$ cat src/hw/rtl/ffba_pkg.sv
// Shared types and constants for the first-fit block allocator.
package ffba_pkg;

	localparam int unsigned ADDR_W = 32;
	localparam int unsigned ELEM_W = 16;
	localparam int unsigned STAT_W = 2;
	localparam int unsigned CFG_IDX_W = 1;
	localparam int unsigned CFG_DATA_W = 32;
	localparam int unsigned USED_W = 33;

	localparam logic OP_ALLOC   = 1'b0;
	localparam logic OP_RELEASE = 1'b1;

	localparam logic [STAT_W-1:0] ST_OK      = 2'd0;
	localparam logic [STAT_W-1:0] ST_INVALID = 2'd1;
	localparam logic [STAT_W-1:0] ST_NOMEM   = 2'd2;
	localparam logic [STAT_W-1:0] ST_UNKNOWN = 2'd3;

	localparam logic [CFG_IDX_W-1:0] CFG_HEAP_BASE  = 1'b0;
	localparam logic [CFG_IDX_W-1:0] CFG_HEAP_LIMIT = 1'b1;

	localparam logic [ADDR_W-1:0] HEAP_BASE_RST  = 32'd0;
	localparam logic [ADDR_W-1:0] HEAP_LIMIT_RST = 32'd65536;

	typedef struct packed {
		logic              operation;
		logic [ELEM_W-1:0] element_size;
		logic [ELEM_W-1:0] element_count;
		logic [ADDR_W-1:0] release_address;
	} req_item_t;

	typedef struct packed {
		logic [ADDR_W-1:0] address;
		logic [STAT_W-1:0] status;
		logic [ADDR_W-1:0] clear_length;
	} rsp_item_t;

	typedef struct packed {
		logic [ADDR_W-1:0] base;
		logic [ADDR_W-1:0] length;
		logic              in_use;
	} blk_rec_t;

	typedef enum logic [2:0] {
		S_IDLE,
		S_MUL,
		S_SCAN,
		S_HIT,
		S_MISS,
		S_RESP
	} ffba_state_t;

	typedef struct packed {
		logic load_req;   // capture accepted item
		logic mul;        // form product, restart scan
		logic scan_en;    // walk the block table
		logic hit_upd;    // update matched entry, build result
		logic miss_upd;   // grow or fail, build result
		logic res_invalid;// build invalid-argument result
		logic out_load;   // move pending result to output register
	} ffba_cmd_t;

	typedef struct packed {
		logic op_release;
		logic args_bad;
		logic hit;
		logic miss;
	} ffba_stat_t;

endpackage

$ cat src/hw/rtl/ffba_ctrl.sv
// Control state machine of the first-fit block allocator.
module ffba_ctrl (
	input  logic                 clk,
	input  logic                 arst_n,
	input  logic                 req_valid,
	output logic                 req_ready,
	output logic                 rsp_valid,
	input  logic                 rsp_ready,
	input  ffba_pkg::ffba_stat_t stat,
	output ffba_pkg::ffba_cmd_t  cmd
);
	import ffba_pkg::*;

	ffba_state_t state_q, state_d;
	logic        rsp_valid_q;
	logic        slot_free;

	assign slot_free = !rsp_valid_q || rsp_ready;

	always_comb begin
		state_d = state_q;
		unique case (state_q)
			S_IDLE: begin
				if (req_valid) state_d = S_MUL;
			end
			S_MUL: begin
				if (!stat.op_release && stat.args_bad) state_d = S_RESP;
				else state_d = S_SCAN;
			end
			S_SCAN: begin
				if (stat.hit) state_d = S_HIT;
				else if (stat.miss) state_d = S_MISS;
			end
			S_HIT:  state_d = S_RESP;
			S_MISS: state_d = S_RESP;
			S_RESP: begin
				if (slot_free) state_d = S_IDLE;
			end
			default: state_d = S_IDLE;
		endcase
	end

	always_comb begin
		cmd = '0;
		req_ready = 1'b0;
		unique case (state_q)
			S_IDLE: begin
				req_ready = 1'b1;
				cmd.load_req = req_valid;
			end
			S_MUL: begin
				cmd.mul = 1'b1;
				cmd.res_invalid = !stat.op_release && stat.args_bad;
			end
			S_SCAN: cmd.scan_en = 1'b1;
			S_HIT:  cmd.hit_upd = 1'b1;
			S_MISS: cmd.miss_upd = 1'b1;
			S_RESP: cmd.out_load = slot_free;
			default: cmd = '0;
		endcase
	end

	always_ff @(posedge clk or negedge arst_n) begin
		if (!arst_n) begin
			state_q <= S_IDLE;
			rsp_valid_q <= 1'b0;
		end else begin
			state_q <= state_d;
			if (cmd.out_load) rsp_valid_q <= 1'b1;
			else if (rsp_ready) rsp_valid_q <= 1'b0;
		end
	end

	assign rsp_valid = rsp_valid_q;

endmodule

$ cat src/hw/rtl/ffba_dp.sv
// Datapath of the first-fit block allocator: block table, scan, heap top.
module ffba_dp #(
	parameter int unsigned TABLE_ENTRIES = 64
) (
	input  logic                                clk,
	input  logic                                arst_n,
	input  logic                                cfg_we,
	input  logic [ffba_pkg::CFG_IDX_W-1:0]      cfg_index,
	input  logic [ffba_pkg::CFG_DATA_W-1:0]     cfg_data,
	input  ffba_pkg::req_item_t                 req,
	output ffba_pkg::rsp_item_t                 rsp,
	input  ffba_pkg::ffba_cmd_t                 cmd,
	output ffba_pkg::ffba_stat_t                stat
);
	import ffba_pkg::*;

	localparam int unsigned CW = $clog2(TABLE_ENTRIES + 1);
	localparam int unsigned IW = (TABLE_ENTRIES > 1) ? $clog2(TABLE_ENTRIES) : 1;

	blk_rec_t          mem [TABLE_ENTRIES];
	blk_rec_t          rd_s1;
	logic              vld_s1;
	logic [IW-1:0]     idx_s1;
	logic [CW-1:0]     iss_q;
	logic [CW-1:0]     count_q;
	logic [USED_W-1:0] used_q;
	logic [ADDR_W-1:0] heap_base_q;
	logic [ADDR_W-1:0] heap_limit_q;
	req_item_t         req_q;
	logic [ADDR_W-1:0] total_q;
	rsp_item_t         res_q;
	rsp_item_t         rsp_q;

	logic              match;
	logic              issue;
	logic              fits;
	logic [USED_W:0]   grow_sum;
	logic [ADDR_W-1:0] grow_base;

	// match on the entry read last cycle
	always_comb begin
		if (req_q.operation == OP_RELEASE)
			match = vld_s1 && (rd_s1.base == req_q.release_address);
		else
			match = vld_s1 && !rd_s1.in_use && (rd_s1.length >= total_q);
	end

	assign issue = cmd.scan_en && !match && (iss_q < count_q);

	assign grow_sum  = {1'b0, used_q} + (USED_W+1)'(total_q);
	assign grow_base = heap_base_q + used_q[ADDR_W-1:0];
	assign fits      = (count_q < CW'(TABLE_ENTRIES)) &&
	                   (grow_sum <= (USED_W+1)'(heap_limit_q));

	assign stat.op_release = req_q.operation == OP_RELEASE;
	assign stat.args_bad   = (req_q.element_size == '0) || (req_q.element_count == '0);
	assign stat.hit        = match;
	assign stat.miss       = !vld_s1 && (iss_q == count_q);

	// table memory: one write and one registered read per cycle
	always_ff @(posedge clk) begin
		if (cmd.hit_upd)
			mem[idx_s1] <= '{base: rd_s1.base, length: rd_s1.length,
			                 in_use: req_q.operation == OP_ALLOC};
		else if (cmd.miss_upd && req_q.operation == OP_ALLOC && fits)
			mem[count_q[IW-1:0]] <= '{base: grow_base, length: total_q, in_use: 1'b1};
		if (issue) begin
			rd_s1  <= mem[iss_q[IW-1:0]];
			idx_s1 <= iss_q[IW-1:0];
		end
	end

	always_ff @(posedge clk or negedge arst_n) begin
		if (!arst_n) begin
			iss_q <= '0;
			vld_s1 <= 1'b0;
			count_q <= '0;
			used_q <= '0;
			heap_base_q <= HEAP_BASE_RST;
			heap_limit_q <= HEAP_LIMIT_RST;
		end else begin
			if (cfg_we) begin
				unique case (cfg_index)
					CFG_HEAP_BASE:  heap_base_q <= cfg_data;
					CFG_HEAP_LIMIT: heap_limit_q <= cfg_data;
					default: ;
				endcase
			end
			if (cmd.mul) begin
				iss_q <= '0;
				vld_s1 <= 1'b0;
			end else if (cmd.scan_en && !match) begin
				vld_s1 <= issue;
				if (issue) iss_q <= iss_q + CW'(1);
			end
			if (cmd.miss_upd && req_q.operation == OP_ALLOC && fits) begin
				count_q <= count_q + CW'(1);
				used_q <= grow_sum[USED_W-1:0];
			end
		end
	end

	// payload registers
	always_ff @(posedge clk) begin
		if (cmd.load_req) req_q <= req;
		if (cmd.mul)
			total_q <= ADDR_W'(req_q.element_size) * ADDR_W'(req_q.element_count);
		if (cmd.res_invalid) res_q <= '{address: '0, status: ST_INVALID, clear_length: '0};
		if (cmd.hit_upd) begin
			if (req_q.operation == OP_ALLOC)
				res_q <= '{address: rd_s1.base, status: ST_OK, clear_length: total_q};
			else
				res_q <= '{address: '0, status: ST_OK, clear_length: '0};
		end
		if (cmd.miss_upd) begin
			if (req_q.operation == OP_ALLOC) begin
				if (fits)
					res_q <= '{address: grow_base, status: ST_OK, clear_length: total_q};
				else
					res_q <= '{address: '0, status: ST_NOMEM, clear_length: '0};
			end else begin
				res_q <= '{address: '0,
				           status: (req_q.release_address == '0) ? ST_OK : ST_UNKNOWN,
				           clear_length: '0};
			end
		end
		if (cmd.out_load) rsp_q <= res_q;
	end

	assign rsp = rsp_q;

endmodule

$ cat src/hw/rtl/first_fit_block_allocator_top.sv
// Top level of the first-fit block allocator.
// Usage:
//   req channel (req_valid/req_ready/req) takes one item: allocate
//   element_size*element_count bytes, or release the block at
//   release_address. rsp channel (rsp_valid/rsp_ready/rsp) returns exactly
//   one item per request: address, status and clear_length.
//   Config port: cfg_we writes heap_base (index 0) or heap_limit (index 1)
//   at the clock edge; write only while no request is in flight.
// Timing:
//   One request at a time; the walk reads one table entry per cycle from
//   entry 0 and stops at the first match, or reads every created block
//   when none matches. Invalid allocations skip the walk. req_ready returns
//   in the same cycle that rsp_valid rises.
// Reset:
//   arst_n clears the entry count, heap usage and registers to defaults;
//   table contents need no clearing since only counted entries are read.
// Stall:
//   A finished item waits in the output register while the next request is
//   already accepted and worked on; the controller holds the new result
//   until the output register frees.
module first_fit_block_allocator_top #(
	parameter int unsigned TABLE_ENTRIES = 64
) (
	input  logic                            clk,
	input  logic                            arst_n,
	input  logic                            req_valid,
	output logic                            req_ready,
	input  ffba_pkg::req_item_t             req,
	output logic                            rsp_valid,
	input  logic                            rsp_ready,
	output ffba_pkg::rsp_item_t             rsp,
	input  logic                            cfg_we,
	input  logic [ffba_pkg::CFG_IDX_W-1:0]  cfg_index,
	input  logic [ffba_pkg::CFG_DATA_W-1:0] cfg_data
);
	import ffba_pkg::*;

	ffba_cmd_t  cmd;
	ffba_stat_t stat;

	// sequencing: accept, multiply, table walk, update, hand off
	ffba_ctrl u_ctrl (
		.clk       (clk),
		.arst_n    (arst_n),
		.req_valid (req_valid),
		.req_ready (req_ready),
		.rsp_valid (rsp_valid),
		.rsp_ready (rsp_ready),
		.stat      (stat),
		.cmd       (cmd)
	);

	// block table, heap top and result registers
	ffba_dp #(
		.TABLE_ENTRIES (TABLE_ENTRIES)
	) u_dp (
		.clk       (clk),
		.arst_n    (arst_n),
		.cfg_we    (cfg_we),
		.cfg_index (cfg_index),
		.cfg_data  (cfg_data),
		.req       (req),
		.rsp       (rsp),
		.cmd       (cmd),
		.stat      (stat)
	);

endmodule

$ cat config.mk
export PLATFORM = sky130hd
export DESIGN_NAME = first_fit_block_allocator_top
export DESIGN_NICKNAME = d
export VERILOG_FILES = /design/src/hw/rtl/ffba_pkg.sv /design/src/hw/rtl/ffba_ctrl.sv /design/src/hw/rtl/ffba_dp.sv /design/src/hw/rtl/first_fit_block_allocator_top.sv
export SDC_FILE = /design/constraint.sdc
export NUM_CORES = 2
export LEC_CHECK = 0
export ABC_AREA = 0
export BUFFER_PORTS_ARGS = -buffer_cell sky130_fd_sc_hd__buf_2
export CELL_PAD_IN_SITES_DETAIL_PLACEMENT = 0
export CELL_PAD_IN_SITES_GLOBAL_PLACEMENT = 1
export CORE_ASPECT_RATIO = 0.5
export CORE_MARGIN = 2
export CORE_UTILIZATION = 30
export DETAILED_ROUTE_END_ITERATION = 6
export GPL_TIMING_DRIVEN = 0
export PLACE_DENSITY = 0.53
export RECOVER_POWER = 50
export SLEW_MARGIN = 20
export SYNTH_ARGS = -nofsm -noshare
export SYNTH_HDL_FRONTEND = slang
export SYNTH_MEMORY_MAX_BITS = 65536
export SYNTH_SLANG_ARGS = --single-unit
$ cat constraint.sdc
create_clock -name clk -period 12.7 [get_ports clk]
set_clock_uncertainty 0.2 [all_clocks]
set_input_delay 0.635 -clock clk [delete_from_list [all_inputs] [get_ports clk]]
set_output_delay 0.635 -clock clk [all_outputs]
set_load 0.05 [all_outputs]
==> impl_metrics.toml <==
[setup_path]
regToRegStartpoint = "u_dp.total_q[0]"
ff2ff_setup_slack_ns = 1.92
worst_ep_arrival_time_ns = 11.29
critical_path_required_ns = 13.21
critPathMaxFanout = 64
timing.critical_path.to = "u_dp.mem[56][39]"
crit-reg2reg-capture = "u_dp.mem[56][39]"
startpoint_type = "flop"
crit_path_end_kind = "flop"
rr_worst_depth = 20
cp-startpoint = "u_dp.total_q[0]"
worstSetupPathType = "reg2reg"

[die]
die_area_um2 = 628000
starting_utilization_of_the_core_area = 0.301
std_cell_rows = 204
die_width_um = 1120
die_y_um = 561
i_o_pin_cnt = 171
design.core.area_um2 = 618000

[cts]
clock-root-buffer = "sky130_fd_sc_hd__clkbuf_16"
cts_resized = 0
clockBufferDepth = 4
postCtsSetupBuffers = 0
tritoncts_num_sinks = 4576
clk_transition_reported_paths_ns = 0.06
cts_max_level = 5
clk-insertion-delay-late_ns = 1.05
cts_hold_buffers = 107
tritoncts.num_buffers = 437
tritoncts = "built"

[final_layout]
mostFrequentLayoutCell = "sky130_fd_sc_hd__edfxtp_1"
layout-drive-gt1-share = 0.264
num-nets-final = 10500
finalCoreUtilization = 0.356
highest_count_cells_in_the_layout_ignoring_fill_and_taps = "sky130_fd_sc_hd__edfxtp_1, sky130_fd_sc_hd__mux4_2, sky130_fd_sc_hd__clkbuf_1"
area_growth_syn_to_layout_pct = 18.1
nFillCells = 57200

[timing]
tightestPinTransition_ns = 5.17
grt_setup_unrepaired = "no"
hold_ws_ns = 0.101
final_max_slew_viol_count = 1262
maxClockFrequency_ghz = 0.0927
timing.setup.tns_ns = 0
period_needed_ns = 10.78
timing_hold_violations_final = 0
max-slew-margin-rel = -2.44
final.period_utilization = 0.849
timing.final.setup_violations = 0

[routing]
drcViolationCount = 1
route.vias.total = 95900
route.final.wire_length_um = 601000
final_antenna_net_count = 1
drt_iter0_markers = 11700
first_pass_iters = 7
avgViaCountPerCell = 5.17
wl_per_cell_um = 32.4

[synthesis]
ys_ff_latch = 4576
async_reset_ff_frac = 0.0253
synth_sequential_area_ratio = 0.735
netlist_top_cells_area = "sky130_fd_sc_hd__edfxtp_1, sky130_fd_sc_hd__mux4_2, sky130_fd_sc_hd__fa_1, sky130_fd_sc_hd__ha_1, sky130_fd_sc_hd__dfrtp_1"
cell_type_with_the_largest_total_area_after_synthesis = "sky130_fd_sc_hd__edfxtp_1"
synth_warnings = 0
synth_top_cell_area_share = 0.719
post_synth.cell_area_avg_um2 = 21.6
most_frequently_used_flop_master_after_synthesis = "sky130_fd_sc_hd__edfxtp_1"
number_of_enable_type_register_cells_in_the_synthesized_netlist = 4460
synth.distinct_cells = 73
netlist_instances = 8630
syn_nets = 9169
synthesis.area_um2 = 186000

[run]
timing.max_cap.violations = 77

[outcome]
violations_in_the_final_reports = "antenna rules, DRC, capacitance limit, slew limit"
status = "finished, violations left"

[grt]
grt_pass1_wl_um = 822000
largest_net_degree_at_the_start_of_global_routing = 87
overall_routing_resource_usage = 0.188
global_route_congestion_overflow_total = 0
grt_antenna_before_repair = 49
vias_in_the_first_global_route = 96600

[place]
gpl.final_weighted_congestion = 0.811
buffer_ports.inserted = 170
dp_hpwl_um = 443000

[power_and_ir_drop]
vdd_drop_max_uv = 465
power.leakage_uw = 0.0695
power.density_nw_per_um2 = 235
power_uw = 51800

[hold_path]
hold_path.class = "in2reg"
[sequential cells by signal, summed over array words and instances (netlist names)]
register and cells:
u_dp.mem 4160, u_dp.res_q 66, u_dp.rsp 66, u_dp.rd_s1 65
u_dp.req_q 64, u_dp.used_q 33, u_dp.heap_base_q 32, u_dp.heap_limit_q 32
u_dp.total_q 32, u_dp.count_q 7, u_dp.iss_q 7, u_dp.idx_s1 6
u_ctrl.state_q 3, u_ctrl.rsp_valid 1, u_dp.stat 1, u_dp.vld_s1 1
[per-layer routing]
| metal | part of all wire | vias to the layer above | global-route usage |
|---|---|---|---|
| li1 | - | 38200 | - |
| met2 | 0.47 | 3549 | 0.301 |
| met1 | 0.43 | 53400 | 0.268 |
| met3 | 0.076 | 659 | 0.0335 |
| met4 | 0.024 | 12 | 0.0423 |
| met5 | 0.00014 | - | 0 |
[cells in the mapped netlist, types with 21 or more instances]
cell / n
sky130_fd_sc_hd__buf_2: 21
sky130_fd_sc_hd__xnor2_1: 58
sky130_fd_sc_hd__mux4_2: 1365
sky130_fd_sc_hd__inv_1: 341
sky130_fd_sc_hd__edfxtp_1: 4460
sky130_fd_sc_hd__and2_1: 93
sky130_fd_sc_hd__nor3_1: 23
sky130_fd_sc_hd__clkbuf_1: 284
sky130_fd_sc_hd__a21o_1: 55
sky130_fd_sc_hd__o21ai_0: 116
sky130_fd_sc_hd__nand3_1: 36
sky130_fd_sc_hd__ha_1: 240
sky130_fd_sc_hd__nand4_1: 33
sky130_fd_sc_hd__buf_1: 95
sky130_fd_sc_hd__mux2_2: 73
sky130_fd_sc_hd__o32ai_1: 38
sky130_fd_sc_hd__nor4_1: 28
sky130_fd_sc_hd__xor2_1: 57
sky130_fd_sc_hd__a21oi_1: 106
sky130_fd_sc_hd__nor2_1: 117
sky130_fd_sc_hd__o21a_1: 24
sky130_fd_sc_hd__nand2_1: 445
sky130_fd_sc_hd__fa_1: 196
sky130_fd_sc_hd__dfrtp_1: 115
[stage by stage]
| stage | setup WS (ns) | cells | cell area (µm²) |
|---|---|---|---|
| after floorplan | 2.60 | 8630 | 186000 |
| after global placement | -10.36 | 17000 | 197000 |
| after detailed placement | 3.60 | 17600 | 209000 |
| after CTS | 3.57 | 18500 | 224000 |
| after global routing | 1.70 | 18500 | 220000 |
| final | 1.92 | 18600 | 220000 |
[critical path, stage by stage, from the launching register on]
cell	delay, ns
sky130_fd_sc_hd__edfxtp_1	0.94
sky130_fd_sc_hd__ha_1	0.32
sky130_fd_sc_hd__a21oi_1	0.13
sky130_fd_sc_hd__o22ai_1	0.37
sky130_fd_sc_hd__o211ai_1	0.34
sky130_fd_sc_hd__o31ai_1	0.91
sky130_fd_sc_hd__a31o_2	0.31
sky130_fd_sc_hd__a21oi_1	0.16
sky130_fd_sc_hd__o21ai_0	0.26
sky130_fd_sc_hd__xnor2_1	0.16
sky130_fd_sc_hd__ha_1	0.32
sky130_fd_sc_hd__nand4_1	0.22
sky130_fd_sc_hd__nor4_1	0.42
sky130_fd_sc_hd__a221oi_1	0.16
sky130_fd_sc_hd__o211ai_1	0.46
sky130_fd_sc_hd__a2111o_1	0.17
sky130_fd_sc_hd__clkbuf_1	0.43
sky130_fd_sc_hd__clkbuf_1	1.53
sky130_fd_sc_hd__clkbuf_1	1.56
sky130_fd_sc_hd__nand2_1	0.28
sky130_fd_sc_hd__nand2_4	0.59
[report_power, final]
group | switching, µW | total [µW] | internal (µW)
clock network | 5810 | 12800 | 6990
registers | 568 | 19600 | 19100
logic | 11800 | 19400 | 7550
total | 18200 | 51800 | 33600
[layout make-up]
class,instances,area (µm²),area share
clock buffer,553,11500,0.0521
multi-input combinational,3307,47000,0.214
timing repair buffer,857,9180,0.0417
antenna,39,97.6,0.000444
clock inverter,238,2110,0.00959
inverter,342,1280,0.00583
sequential,4576,137000,0.622
buffer,405,1760,0.00798
tap,8240,10300,0.0469
[worst min path at each step]
stage,from,to,slack [ns],cells after the start
4_1_cts,req[4],u_dp.req_q[4],0.003,2
6_report,req[9],u_dp.req_q[9],0.10,2
2_1_floorplan,arst_n,u_ctrl.rsp_valid,0.14,0
5_1_grt,req[9],u_dp.req_q[9],0.06,2
3_3_place_gp,u_dp.res_q[45],u_dp.rsp[45],0.20,0
3_5_place_dp,u_dp.res_q[34],u_dp.rsp[34],0.20,0
[kinds of logic (layout without fill, tap and decap cells)]
family          count (synthesis)  in the layout  synth area share
simple gates                  848            848            0.0209
buf+inv                       747           2395            0.0154
other cells                     0             39                 0
xor+xnor                      115            115           0.00541
flops                        4576           4576             0.735
mux                          1451           1451             0.170
fa+ha+maj                     436            436            0.0372
compound gates                457            457            0.0162
No activity file was read; power rests on OpenSTA's default activity.
